<file path="config.mk">
export PLATFORM = sky130hd
export DESIGN_NAME = mouse_report_multi_slot_accumulator_unit
export DESIGN_NICKNAME = d
export VERILOG_FILES = /design/src/rtl/mrmsa_pkg.sv /design/src/rtl/mrmsa_scale.sv /design/src/rtl/mouse_report_multi_slot_accumulator_unit.sv
export SDC_FILE = /design/constraint.sdc
export NUM_CORES = 2
export LEC_CHECK = 0
export ABC_AREA = 1
export ABC_CLOCK_PERIOD_IN_PS = 29400
export BUFFER_PORTS_ARGS = -buffer_cell sky130_fd_sc_hd__buf_4
export CAP_MARGIN = 20
export CORE_ASPECT_RATIO = 1.75
export CORE_MARGIN = 1
export CORE_UTILIZATION = 50
export CTS_CLUSTER_SIZE = 30
export DETAILED_ROUTE_END_ITERATION = 8
export GPL_TIMING_DRIVEN = 0
export PLACE_DENSITY = 0.75
export SLEW_MARGIN = 40
export SYNTH_ARGS = -nofsm -noshare
export SYNTH_HDL_FRONTEND = slang
export SYNTH_SLANG_ARGS = --single-unit
</file>
<file path="constraint.sdc">
create_clock -name aclk -period 29.4 [get_ports aclk]
set_input_delay 4.41 -clock aclk [delete_from_list [all_inputs] [get_ports aclk]]
set_output_delay 4.41 -clock aclk [all_outputs]
set_load 0.1 [all_outputs]
</file>
<file path="src/rtl/mrmsa_pkg.sv">
// ============================================================================
// mrmsa_pkg
// Shared types and constants for the mouse report multi-slot accumulator:
// field widths, stream word layout, operation codes, register indexes and
// the sequencer state encoding.
// ============================================================================
package mrmsa_pkg;

    // Default number of consumer slots
    localparam int SLOT_COUNT_DEF = 8;

    // Field widths
    localparam int SLOT_FIELD_W = 3;
    localparam int MODE_W       = 3;
    localparam int RAW_W        = 17;
    localparam int ABS_W        = 18;
    localparam int DELTA_W      = 19;
    localparam int EXT_W        = 16;
    localparam int FLAGS_W      = 16;
    localparam int WHEEL_W      = 16;
    localparam int SUM_W        = 32;
    localparam int BTN_W        = 5;
    localparam int KIND_W       = 2;
    localparam int PROD_W       = RAW_W + EXT_W + 1;
    localparam int MAG_W        = PROD_W - 1;

    // Absolute scale: round(raw * extent / FULL_SCALE)
    localparam int FULL_SCALE   = 65535;
    localparam int HALF_SCALE   = FULL_SCALE / 2;

    // Button flag layout
    localparam int WHEEL_BIT    = 10;

    // Stream word widths
    localparam int S_TDATA_W    = 72;
    localparam int S_TUSER_W    = 5;
    localparam int M_TDATA_W    = 104;
    localparam int M_TUSER_W    = KIND_W;

    // Configuration port
    localparam int CFG_INDEX_W  = 2;
    localparam int CFG_DATA_W   = EXT_W;

    localparam logic [EXT_W-1:0] SCREEN_W_RST = 16'd1920;
    localparam logic [EXT_W-1:0] SCREEN_H_RST = 16'd1080;
    localparam logic [EXT_W-1:0] VIRT_W_RST   = 16'd1920;
    localparam logic [EXT_W-1:0] VIRT_H_RST   = 16'd1080;

    // Register indexes
    typedef enum logic [CFG_INDEX_W-1:0] {
        CFG_SCREEN_W = 2'd0,
        CFG_SCREEN_H = 2'd1,
        CFG_VIRT_W   = 2'd2,
        CFG_VIRT_H   = 2'd3
    } cfg_index_t;

    // Operation codes
    typedef enum logic [MODE_W-1:0] {
        MODE_REPORT  = 3'd0,
        MODE_ACQUIRE = 3'd1,
        MODE_RELEASE = 3'd2,
        MODE_TAKE    = 3'd3,
        MODE_RESET   = 3'd4
    } mode_t;

    // Result kinds
    localparam logic [KIND_W-1:0] KIND_SAMPLE   = 2'd0;
    localparam logic [KIND_W-1:0] KIND_ACQUIRED = 2'd1;
    localparam logic [KIND_W-1:0] KIND_FULL     = 2'd2;

    // Sequencer states
    typedef enum logic [3:0] {
        ST_IDLE,
        ST_MUL,
        ST_ABS,
        ST_DIV,
        ST_DELTA,
        ST_WALK,
        ST_SEARCH,
        ST_EXEC,
        ST_RESULT
    } state_t;

    // Scale unit strobes
    typedef struct packed {
        logic mul_en;
        logic abs_en;
    } scale_ctl_t;

endpackage

</file>
<file path="src/rtl/mrmsa_scale.sv">
// ============================================================================
// mrmsa_scale
// Absolute position scaler: round(raw * extent / 65535), halves away from
// zero. Product and rounded magnitude are registered; the division by
// 65535 is two end-around folds of the 16-bit halves.
// ============================================================================
module mrmsa_scale (
    input  logic                                  aclk,
    input  mrmsa_pkg::scale_ctl_t                 ctl,
    input  logic signed [mrmsa_pkg::RAW_W-1:0]    raw,
    input  logic        [mrmsa_pkg::EXT_W-1:0]    extent,
    output logic signed [mrmsa_pkg::ABS_W-1:0]    scaled
);
    import mrmsa_pkg::*;

    logic signed [PROD_W-1:0] prod_reg;
    logic        [MAG_W-1:0]  mag;
    logic        [MAG_W-1:0]  v_reg;
    logic                     neg_reg;
    logic        [RAW_W-1:0]  q0;
    logic        [RAW_W:0]    t;
    logic        [RAW_W-1:0]  u;
    logic        [RAW_W-1:0]  q;

    // Stage 1: signed product
    always_ff @(posedge aclk) begin
        if (ctl.mul_en) begin
            prod_reg <= PROD_W'(raw) * PROD_W'($signed({1'b0, extent}));
        end
    end

    // Stage 2: magnitude plus half for rounding
    assign mag = prod_reg[PROD_W-1] ? MAG_W'(-prod_reg) : MAG_W'(prod_reg);

    always_ff @(posedge aclk) begin
        if (ctl.abs_en) begin
            neg_reg <= prod_reg[PROD_W-1];
            v_reg   <= mag + MAG_W'(HALF_SCALE);
        end
    end

    // v = q0*65535 + t, t = t1*65535 + u, u < 2*65535
    assign q0 = v_reg[MAG_W-1:16];
    assign t  = {1'b0, q0} + {2'b00, v_reg[15:0]};
    assign u  = {15'd0, t[RAW_W:16]} + {1'b0, t[15:0]};
    assign q  = q0 + {15'd0, t[RAW_W:16]} + {16'd0, (u >= RAW_W'(FULL_SCALE))};

    assign scaled = neg_reg ? -$signed({1'b0, q}) : $signed({1'b0, q});

endmodule

</file>
<file path="src/rtl/mouse_report_multi_slot_accumulator_unit.sv">
// ============================================================================
// mouse_report_multi_slot_accumulator_unit
// Mouse report fan-out to consumer slots. Reports are scaled (absolute) or
// passed (relative), then added slot by slot to every active slot by one
// shared accumulate path. Acquire, release, reset and take act on slots.
//
//   channel   direction  handshake            contents
//   s_        in         s_tvalid / s_tready  report or slot operation word
//   m_        out        m_tvalid / m_tready  sample or acquire result word
//   cfg_      in         cfg_valid/cfg_ready  extent register write
//
// Absolute reports make two passes through the one multiplier and fold unit,
// then the slot walk; relative reports go straight to the slot walk.
// Acquire searches the slots for a free one; take, release and reset act on
// the named slot. One word in flight; s_tready is high only between words.
// A result waits in the output register while the next word is taken; a
// second result stalls the sequencer until m_tready. Reset is synchronous
// and clears all slot state at once; no clearing pass.
// ============================================================================
module mouse_report_multi_slot_accumulator_unit #(
    parameter int SLOT_COUNT = mrmsa_pkg::SLOT_COUNT_DEF
) (
    input  logic                                   aclk,
    input  logic                                   aresetn,
    // slot[2:0], raw_x[19:3], raw_y[36:20], button_flags[52:37],
    // button_data[68:53], in_focus[69], zero[71:70]
    input  logic [mrmsa_pkg::S_TDATA_W-1:0]        s_tdata,
    // mode[2:0], is_absolute[3], use_virtual_desktop[4]
    input  logic [mrmsa_pkg::S_TUSER_W-1:0]        s_tuser,
    input  logic                                   s_tvalid,
    output logic                                   s_tready,
    // result_slot[2:0], sum_x[34:3], sum_y[66:35], sum_wheel[98:67],
    // buttons[103:99]
    output logic [mrmsa_pkg::M_TDATA_W-1:0]        m_tdata,
    // result_kind[1:0]
    output logic [mrmsa_pkg::M_TUSER_W-1:0]        m_tuser,
    output logic                                   m_tvalid,
    input  logic                                   m_tready,
    input  logic                                   cfg_valid,
    output logic                                   cfg_ready,
    input  logic [mrmsa_pkg::CFG_INDEX_W-1:0]      cfg_index,
    input  logic [mrmsa_pkg::CFG_DATA_W-1:0]       cfg_data
);
    import mrmsa_pkg::*;

    localparam int SLOT_IDX_W = (SLOT_COUNT > 1) ? $clog2(SLOT_COUNT) : 1;
    localparam logic [SLOT_IDX_W-1:0] IDX_LAST = SLOT_IDX_W'(SLOT_COUNT - 1);

    // ------------------------------------------------------------------
    // Declarations
    // ------------------------------------------------------------------
    state_t state_reg, state_next;

    logic [EXT_W-1:0] screen_w_reg, screen_h_reg, virt_w_reg, virt_h_reg;

    mode_t                    mode_reg;
    logic [SLOT_FIELD_W-1:0]  slot_reg;
    logic                     is_abs_reg;
    logic                     virt_reg;
    logic signed [RAW_W-1:0]  raw_x_reg, raw_y_reg;
    logic [FLAGS_W-1:0]       flags_reg;
    logic [WHEEL_W-1:0]       bdata_reg;

    logic [SLOT_IDX_W-1:0]    idx_reg;
    logic                     axis_reg;
    logic                     found_reg;
    logic                     have_abs_reg;
    logic signed [ABS_W-1:0]  last_x_reg, last_y_reg;
    logic signed [ABS_W-1:0]  abs_x_reg, abs_y_reg;
    logic signed [DELTA_W-1:0] dx_reg, dy_reg;

    logic                     slot_active_reg [SLOT_COUNT];
    logic [SUM_W-1:0]         acc_x_reg       [SLOT_COUNT];
    logic [SUM_W-1:0]         acc_y_reg       [SLOT_COUNT];
    logic [SUM_W-1:0]         acc_wheel_reg   [SLOT_COUNT];
    logic [BTN_W-1:0]         held_reg        [SLOT_COUNT];
    logic [BTN_W-1:0]         latched_reg     [SLOT_COUNT];

    logic                     m_tvalid_reg;
    logic [KIND_W-1:0]        m_kind_reg;
    logic [SLOT_FIELD_W-1:0]  m_slot_reg;
    logic [SUM_W-1:0]         m_sx_reg, m_sy_reg, m_sw_reg;
    logic [BTN_W-1:0]         m_btn_reg;

    logic                     s_accept;
    mode_t                    s_mode;
    logic                     s_focus;
    logic                     s_abs;
    logic                     slot_ok;
    logic [SLOT_IDX_W-1:0]    slot_idx;
    logic [SLOT_IDX_W-1:0]    acc_addr;
    logic                     idx_last;
    logic                     cur_active;
    logic                     out_free;

    scale_ctl_t               scale_ctl;
    logic signed [RAW_W-1:0]  scale_raw;
    logic [EXT_W-1:0]         scale_ext;
    logic signed [ABS_W-1:0]  scaled;

    logic                     walk_en;
    logic                     acq_hit;
    logic                     clr_sums;
    logic                     clr_active;
    logic                     out_load;
    logic                     idx_inc;

    logic [BTN_W-1:0]         btn_down, btn_up;
    logic [SUM_W-1:0]         wheel_ext;
    logic signed [DELTA_W-1:0] dx_calc, dy_calc;

    // ------------------------------------------------------------------
    // Decode
    // ------------------------------------------------------------------
    assign s_accept   = s_tvalid && s_tready;
    assign s_mode     = mode_t'(s_tuser[2:0]);
    assign s_abs      = s_tuser[3];
    assign s_focus    = s_tdata[69];
    assign slot_ok    = (32'(slot_reg) < SLOT_COUNT);
    assign slot_idx   = SLOT_IDX_W'(slot_reg);
    assign idx_last   = (idx_reg == IDX_LAST);
    assign cur_active = slot_active_reg[idx_reg];
    assign out_free   = !m_tvalid_reg || m_tready;

    assign btn_down  = {flags_reg[8], flags_reg[6], flags_reg[4], flags_reg[2], flags_reg[0]};
    assign btn_up    = {flags_reg[9], flags_reg[7], flags_reg[5], flags_reg[3], flags_reg[1]};
    assign wheel_ext = flags_reg[WHEEL_BIT] ? {{(SUM_W-WHEEL_W){bdata_reg[WHEEL_W-1]}}, bdata_reg}
                                            : '0;

    // ------------------------------------------------------------------
    // Configuration registers
    // ------------------------------------------------------------------
    assign cfg_ready = 1'b1;

    always_ff @(posedge aclk) begin
        if (!aresetn) begin
            screen_w_reg <= SCREEN_W_RST;
            screen_h_reg <= SCREEN_H_RST;
            virt_w_reg   <= VIRT_W_RST;
            virt_h_reg   <= VIRT_H_RST;
        end else if (cfg_valid) begin
            unique case (cfg_index)
                CFG_SCREEN_W: screen_w_reg <= cfg_data;
                CFG_SCREEN_H: screen_h_reg <= cfg_data;
                CFG_VIRT_W:   virt_w_reg   <= cfg_data;
                CFG_VIRT_H:   virt_h_reg   <= cfg_data;
            endcase
        end
    end

    // ------------------------------------------------------------------
    // Input word capture
    // ------------------------------------------------------------------
    always_ff @(posedge aclk) begin
        if (s_accept) begin
            mode_reg   <= s_mode;
            is_abs_reg <= s_tuser[3];
            virt_reg   <= s_tuser[4];
            slot_reg   <= s_tdata[2:0];
            raw_x_reg  <= s_tdata[19:3];
            raw_y_reg  <= s_tdata[36:20];
            flags_reg  <= s_tdata[52:37];
            bdata_reg  <= s_tdata[68:53];
        end
    end

    // ------------------------------------------------------------------
    // Next state
    // ------------------------------------------------------------------
    always_comb begin
        state_next = state_reg;
        unique case (state_reg)
            ST_IDLE: begin
                if (s_accept) begin
                    unique case (s_mode)
                        MODE_REPORT:  state_next = !s_focus ? ST_IDLE :
                                                   (s_abs ? ST_MUL : ST_DELTA);
                        MODE_ACQUIRE: state_next = ST_SEARCH;
                        MODE_RELEASE: state_next = ST_EXEC;
                        MODE_RESET:   state_next = ST_EXEC;
                        MODE_TAKE:    state_next = ST_RESULT;
                        default:      state_next = ST_IDLE;
                    endcase
                end
            end
            ST_MUL:    state_next = ST_ABS;
            ST_ABS:    state_next = ST_DIV;
            ST_DIV:    state_next = axis_reg ? ST_DELTA : ST_MUL;
            ST_DELTA:  state_next = ST_WALK;
            ST_WALK:   state_next = idx_last ? ST_IDLE : ST_WALK;
            ST_SEARCH: state_next = (!cur_active || idx_last) ? ST_RESULT : ST_SEARCH;
            ST_EXEC:   state_next = ST_IDLE;
            ST_RESULT: state_next = out_free ? ST_IDLE : ST_RESULT;
            default:   state_next = ST_IDLE;
        endcase
    end

    always_ff @(posedge aclk) begin
        if (!aresetn) begin
            state_reg <= ST_IDLE;
        end else begin
            state_reg <= state_next;
        end
    end

    // ------------------------------------------------------------------
    // Sequencer outputs
    // ------------------------------------------------------------------
    always_comb begin
        s_tready       = (state_reg == ST_IDLE);
        scale_ctl      = '0;
        scale_ctl.mul_en = (state_reg == ST_MUL);
        scale_ctl.abs_en = (state_reg == ST_ABS);
        acc_addr       = ((state_reg == ST_RESULT) || (state_reg == ST_EXEC)) ? slot_idx
                                                                             : idx_reg;
        walk_en        = (state_reg == ST_WALK) && cur_active;
        acq_hit        = (state_reg == ST_SEARCH) && !cur_active;
        idx_inc        = ((state_reg == ST_WALK) || (state_reg == ST_SEARCH)) &&
                         !idx_last && !acq_hit;
        out_load       = (state_reg == ST_RESULT) && out_free;
        clr_active     = (state_reg == ST_EXEC) && (mode_reg == MODE_RELEASE) && slot_ok;
        clr_sums       = acq_hit ||
                         (out_load && (mode_reg == MODE_TAKE) && slot_ok) ||
                         ((state_reg == ST_EXEC) && (mode_reg == MODE_RESET) && slot_ok);
    end

    // ------------------------------------------------------------------
    // Walk index, axis and search result
    // ------------------------------------------------------------------
    always_ff @(posedge aclk) begin
        if (!aresetn) begin
            idx_reg   <= '0;
            axis_reg  <= 1'b0;
            found_reg <= 1'b0;
        end else if (s_accept) begin
            idx_reg   <= '0;
            axis_reg  <= 1'b0;
            found_reg <= 1'b0;
        end else begin
            if (idx_inc) begin
                idx_reg <= idx_reg + SLOT_IDX_W'(1);
            end
            if (state_reg == ST_DIV) begin
                axis_reg <= !axis_reg;
            end
            if (acq_hit) begin
                found_reg <= 1'b1;
            end
        end
    end

    // ------------------------------------------------------------------
    // Shared scale unit, one axis per pass
    // ------------------------------------------------------------------
    assign scale_raw = axis_reg ? raw_y_reg : raw_x_reg;
    assign scale_ext = axis_reg ? (virt_reg ? virt_h_reg : screen_h_reg)
                                : (virt_reg ? virt_w_reg : screen_w_reg);

    mrmsa_scale u_scale (
        .aclk   (aclk),
        .ctl    (scale_ctl),
        .raw    (scale_raw),
        .extent (scale_ext),
        .scaled (scaled)
    );

    always_ff @(posedge aclk) begin
        if (state_reg == ST_DIV) begin
            if (axis_reg) begin
                abs_y_reg <= scaled;
            end else begin
                abs_x_reg <= scaled;
            end
        end
    end

    // ------------------------------------------------------------------
    // Deltas and absolute tracking
    // ------------------------------------------------------------------
    always_comb begin
        if (is_abs_reg) begin
            if (have_abs_reg) begin
                dx_calc = {abs_x_reg[ABS_W-1], abs_x_reg} - {last_x_reg[ABS_W-1], last_x_reg};
                dy_calc = {abs_y_reg[ABS_W-1], abs_y_reg} - {last_y_reg[ABS_W-1], last_y_reg};
            end else begin
                dx_calc = '0;
                dy_calc = '0;
            end
        end else begin
            dx_calc = {{(DELTA_W-RAW_W){raw_x_reg[RAW_W-1]}}, raw_x_reg};
            dy_calc = {{(DELTA_W-RAW_W){raw_y_reg[RAW_W-1]}}, raw_y_reg};
        end
    end

    always_ff @(posedge aclk) begin
        if (state_reg == ST_DELTA) begin
            dx_reg <= dx_calc;
            dy_reg <= dy_calc;
        end
    end

    always_ff @(posedge aclk) begin
        if (!aresetn) begin
            have_abs_reg <= 1'b0;
            last_x_reg   <= '0;
            last_y_reg   <= '0;
        end else if (state_reg == ST_DELTA) begin
            have_abs_reg <= is_abs_reg;
            if (is_abs_reg) begin
                last_x_reg <= abs_x_reg;
                last_y_reg <= abs_y_reg;
            end
        end
    end

    // ------------------------------------------------------------------
    // Slot state: one slot touched per cycle at acc_addr
    // ------------------------------------------------------------------
    always_ff @(posedge aclk) begin
        if (!aresetn) begin
            for (int i = 0; i < SLOT_COUNT; i++) begin
                slot_active_reg[i] <= 1'b0;
                acc_x_reg[i]       <= '0;
                acc_y_reg[i]       <= '0;
                acc_wheel_reg[i]   <= '0;
                held_reg[i]        <= '0;
                latched_reg[i]     <= '0;
            end
        end else begin
            if (walk_en) begin
                acc_x_reg[acc_addr]     <= acc_x_reg[acc_addr] +
                    {{(SUM_W-DELTA_W){dx_reg[DELTA_W-1]}}, dx_reg};
                acc_y_reg[acc_addr]     <= acc_y_reg[acc_addr] +
                    {{(SUM_W-DELTA_W){dy_reg[DELTA_W-1]}}, dy_reg};
                acc_wheel_reg[acc_addr] <= acc_wheel_reg[acc_addr] + wheel_ext;
                held_reg[acc_addr]      <= (held_reg[acc_addr] | btn_down) & ~btn_up;
                latched_reg[acc_addr]   <= latched_reg[acc_addr] | btn_down;
            end
            if (clr_sums) begin
                acc_x_reg[acc_addr]     <= '0;
                acc_y_reg[acc_addr]     <= '0;
                acc_wheel_reg[acc_addr] <= '0;
                latched_reg[acc_addr]   <= '0;
            end
            if (acq_hit) begin
                held_reg[acc_addr]        <= '0;
                slot_active_reg[acc_addr] <= 1'b1;
            end
            if (clr_active) begin
                slot_active_reg[acc_addr] <= 1'b0;
            end
        end
    end

    // ------------------------------------------------------------------
    // Output register
    // ------------------------------------------------------------------
    always_ff @(posedge aclk) begin
        if (!aresetn) begin
            m_tvalid_reg <= 1'b0;
        end else if (out_load) begin
            m_tvalid_reg <= 1'b1;
        end else if (m_tready) begin
            m_tvalid_reg <= 1'b0;
        end
    end

    always_ff @(posedge aclk) begin
        if (out_load) begin
            if (mode_reg == MODE_TAKE) begin
                m_kind_reg <= KIND_SAMPLE;
                m_slot_reg <= slot_reg;
                m_sx_reg   <= slot_ok ? acc_x_reg[acc_addr]     : '0;
                m_sy_reg   <= slot_ok ? acc_y_reg[acc_addr]     : '0;
                m_sw_reg   <= slot_ok ? acc_wheel_reg[acc_addr] : '0;
                m_btn_reg  <= slot_ok ? (held_reg[acc_addr] | latched_reg[acc_addr]) : '0;
            end else begin
                m_kind_reg <= found_reg ? KIND_ACQUIRED : KIND_FULL;
                m_slot_reg <= found_reg ? SLOT_FIELD_W'(idx_reg) : '0;
                m_sx_reg   <= '0;
                m_sy_reg   <= '0;
                m_sw_reg   <= '0;
                m_btn_reg  <= '0;
            end
        end
    end

    assign m_tvalid = m_tvalid_reg;
    assign m_tuser  = m_kind_reg;
    assign m_tdata  = {m_btn_reg, m_sw_reg, m_sy_reg, m_sx_reg, m_slot_reg};

endmodule
</file>
# Word-level counts from Yosys, hierarchy flattened
# Memories as Yosys holds them, arrays and structs flattened. A register that Yosys moved wholly into a read port is not among the register bits.
# Index checks and enable logic that the tools add are counted.
# W data, S select, Z words.
# classes
n_addsub	13
n_eq_ne	20
order_cmp	1
muxes	65
bitwise	13
mul	1
reduce_logical	39
# ops
cell	count
$mux W32	7
$add A32 B32 Y32	3
$reduce_or A32 Y1	3
$mux W19	4
$mux W16	3
$mux W3	15
$sub A18 B18 Y19	2
$mul A17 B17 Y34	1
$add A33 B15 Y33 const B	1
$mux W33	1
$neg A33 Y33	1
$pmux W4 S8	1
$mux W1	23
$mux W5	4
$add A17 B16 Y18	1
$mux W18	1
$neg A17 Y18	1
$add A17 B1 Y17	1
$add A17 B2 Y17	1
$add A2 B16 Y17	1
$ge A17 B16 Y1 const B	1
$mux W17	1
$eq A4 B3 Y1 const B	4
$pmux W4 S4	1
other kinds (28)	70
# word_totals
out_inout_bits	109
regBits	428
elab_cells	191
mem_bits_rw	856
input_bits	100
mem_count	6
# mem_list
name	words	width	rd	rd_ports_with_merged_regs	wr	line_no	text
acc_wheel_reg	8	32	1	0	8	mouse_report_multi_slot_accumulator_unit.sv:75	logic [SUM_W-1:0] acc_wheel_reg [SLOT_COUNT];
acc_x_reg	8	32	1	0	8	mouse_report_multi_slot_accumulator_unit.sv:73	logic [SUM_W-1:0] acc_x_reg [SLOT_COUNT];
acc_y_reg	8	32	1	0	8	mouse_report_multi_slot_accumulator_unit.sv:74	logic [SUM_W-1:0] acc_y_reg [SLOT_COUNT];
held_reg	8	5	1	0	8	mouse_report_multi_slot_accumulator_unit.sv:76	logic [BTN_W-1:0] held_reg [SLOT_COUNT];
latched_reg	8	5	1	0	8	mouse_report_multi_slot_accumulator_unit.sv:77	logic [BTN_W-1:0] latched_reg [SLOT_COUNT];
slot_active_reg	8	1	1	1	8	mouse_report_multi_slot_accumulator_unit.sv:72	logic slot_active_reg [SLOT_COUNT];

# Depth between registers and ports, before layout
# depth
ltp_word	12
mapped_depth	39

# Modules after synthesis
# Synthesis repeated with hierarchy kept, for this count alone.
# unflattened
hier_cells	7816
hier_area_um2	73369.1
# modules_own_cells
module	seq_area_each_um2	cells_each	n_inst	area_per_inst_um2
mouse_report_multi_slot_accumulator_unit	35383.9	5525	1	56326.5
mrmsa_scale	2042.0	2291	1	17042.6

# Least setup slack after synthesis
# OpenSTA, ideal clock, no wires.
# synth_path
path_type	input port to flip-flop
from	input m_tready
to	memory acc_wheel_reg[0][0] (enable)
cell_stages	9
slack_ps	16336
arrival_time_ps	12601
cell_sequence	nor2_1 -> nor2_1 -> nand2_1 -> a31oi_4 -> nor2_8 -> nor2_4 -> inv_2 -> buf_2 -> nand2_1
# synth_rtl
element	line_no	text
start: declaration	mouse_report_multi_slot_accumulator_unit.sv:38	input logic m_tready,
end: declaration	mouse_report_multi_slot_accumulator_unit.sv:75	

# Final worst setup path
# layout_path
from	register axis_reg
to	register u_scale.prod_reg[30], data pin
# layout_between
elab_chain_cells	2
# layout_rtl
element	line_no	text
start: declaration	mouse_report_multi_slot_accumulator_unit.sv:65	logic axis_reg;
start signal: assignment	mouse_report_multi_slot_accumulator_unit.sv:244	axis_reg <= !axis_reg;
$mux W17 or $mux W16 (tied branches)	mouse_report_multi_slot_accumulator_unit.sv:255, mouse_report_multi_slot_accumulator_unit.sv:256	
$mul A17 B17 Y34 *	mrmsa_scale.sv:28	prod_reg <= PROD_W'(raw) * PROD_W'($signed({1'b0, extent}));
end signal: assignment	mrmsa_scale.sv:28	
end: declaration	mrmsa_scale.sv:16	logic signed [PROD_W-1:0] prod_reg;
# Mark *: on every way between the ends. The rest lies on a longest branch, timed or not.
# A chain may end at the register's enable or synchronous reset.

==> metrics <==
status complete, but fails checks; violations in the final reports design-rule violations; non-filler instance count after layout roughly 11000; clock root cell clkbuf_16; share of synthesized flip-flops with an asynchronous set or reset 0; number of synthesized register bits 1287; commonest cells after routing, fill and taps aside 1921 x nand2_1, 1243 x inv_1, 1201 x nor2_1, 1165 x edfxtp_1, 425 x a21oi_1; setup violation total in the final timing report 0; number of warnings printed during yosys synthesis 0; area of the core region 148000 um2; first-pass GRT wire length 410000 um; Total Wirelength around 290000 um; DRT Pass-1 Iters 9; Layout Skew 75.5 ps; final routed wire length divided by cell count 27.1 um; parity-gate share of the synthesized area counting xor and xnor cells 0.0164; upper clock frequency limit 111 MHz; number of I/O port buffers between 150 and 200; Starting Density 0.504; CTS H-tree lvls 3; Fin Setup TNS 0 ps; Worst setup SP type flop; power density normalized to cell area 134 nW/um2; number of enable flip-flop cells after synthesis ~1200; clock period minus worst slack 9010 ps; via count of the first global-routing pass 62200; post-synthesis share of cell area spent on full adders, half adders and majority gates 0.117; Die W 294 um; Avg Cell Area, Syn between 9 and 10 um2; cts bufs inserted 116; DRC violations left 20; critical path's largest stage delay ~600 ps; portion of the post-synthesis area used by sequential elements 0.501; Setup CP Type reg -> reg; path type of the worst min-delay path reg -> reg; number of rows in the core area 187; combinational family with the most area after synthesis simple AND/OR/NAND/NOR gates; Final Max Tran Viols 0; gate count after technology mapping a little over 8000; number of buffers inserted to repair setup after CTS 0; slew at the pin closest to its max-slew limit roughly 980 ps; number of instances resized during post-cts repair 0; number of filler instances in the final layout around 13000; layout cells sized above 1 0.0842; vias after detailed routing 62500; floorplan die area 151000 um2; Hold WS ~460 ps; most common library cell in the layout ignoring fill and taps nand2_1; floorplan die height 513 um; Pwr Total 11.2 mW; worst IR drop on VDD 0.637 mV; final weighted congestion of routability-driven global placement slightly above 1; share of synthesized cell area in and, or, nand and nor gates 0.194; HPWL after DPL 219000 um; synth unique cells 65; total overflow reported by the global router 0; clock transition at the registers of the reported paths approximately 70 ps; type of destination of the critical path flop; number of sinks driven by the clock tree 1287; Max-cap violations 0; number of nets produced by synthesis 8820; Max-slew headroom 0.344; fraction of the cycle the final worst path needs 0.306; placed cell count 10400; hold buffer count at CTS 0; maximum number of pins on one net before global-route repair 33; Nets approximately 9000; area added between synthesis and finish 12.2%; IO Pins 209; synthesized-area fraction occupied by ao, oa, aoi and oai cells 0.0884; arrival time of the worst setup path 9490 ps; CTS tree yes; cell area after synthesis 74700 um2; DRC violation total after the first TritonRoute iteration 7256; Max Buffers Root-to-Sink 3; setup repair after global routing missed its margin false; initial antenna violation count 23; leak pwr about 38 nW; required arrival time at the worst endpoint between 20000 and 30000 ps; Clock Latency Late Sink 830 ps; most frequently used flop master after synthesis edfxtp_1; vias per std cell 5.87; multiplexer share of the synthesized area 0.000134; slowest library cell on the worst path clkbuf_1; count of nets left with antenna violations after detail routing 0; final-report hold violation count 0; overall global routing resource usage 0.383; Max FO, Critical Path 10
report_power, final:
group	switching [mW]	leakage, nW	internal, mW	total, mW
clock	0.748	1.91	0.859	1.61
combinational	5.03	23.1	2.09	7.12
sequential	0.103	12.7	2.38	2.48
total	5.88	37.7	5.33	11.2
final timing paths:
kind,slack (ps),depth (start not counted),startpoint,endpoint
hold reg to reg,460,2,virt_w_reg[0],virt_w_reg[0]
setup / recovery,20390,31,axis_reg,u_scale.prod_reg[30]
hold / removal,460,2,virt_w_reg[0],virt_w_reg[0]
setup reg to reg,20390,31,axis_reg,u_scale.prod_reg[30]
per-stage QoR:
step	util	setup slack, ps	area [um2]
final	0.565	20390	83900
after global routing	0.565	20130	83800
after CTS	0.565	20600	83800
after detailed placement	0.538	20650	79900
after global placement	0.531	10080	78700
after floorplan	-	16340	74700
worst max-delay path: cells and delay by family, from the launching register on:
kind,cells,cell delay (ps)
buf+inv,11,2550
xor+xnor,1,540
compound gates,1,390
simple gates,11,1450
flops,1,310
fa+ha+maj,7,3460
cells in the mapped netlist (all sizes together), types with 122 or more instances:
cell       n  area, um2
a21oi    426       2130
fa       288       5770
o21ai    303       1590
edfxtp  1165      35000
ha       239       2990
dfxtp    122       2440
nor2    1219       4650
buf      147        908
clkbuf   129        484
nand2   1936       7320
nand3    245       1360
inv     1263       4750
logic make-up (layout without fill, tap and decap cells):
kind of cell | count (synthesis) | count (layout)
compound gates | 1093 | 1093
xor+xnor | 140 | 140
fa+ha+maj | 527 | 527
buf+inv | 1551 | 2014
flops | 1287 | 1287
mux | 1 | 1
other cells | 1 | 11
simple gates | 3593 | 3593
area by class of cell:
cell class	instances	area (um2)	area share
clock buffers	140	3070	0.0367
inverters	1275	4790	0.0571
repair buffers	249	2480	0.0296
plain buffers	276	1430	0.0170
well taps	1984	2480	0.0296
diodes	10	25.0	0.000298
clock inverters	74	853	0.0102
multi-input cells	5355	31300	0.373
flip-flops and latches	1287	37400	0.446
routing by layer:
layer  wire length (um)  GRT usage  vias to the layer above  part of all wire
met2             139000      0.648                     4088              0.48
li1                   -          -                    27400                 -
met1              81800      0.361                    29400              0.28
met4              38100      0.411                       32              0.13
met3              30000     0.0942                     1546              0.10
met5                239          0                        -           0.00083
Power figures use the tool's default switching activity.
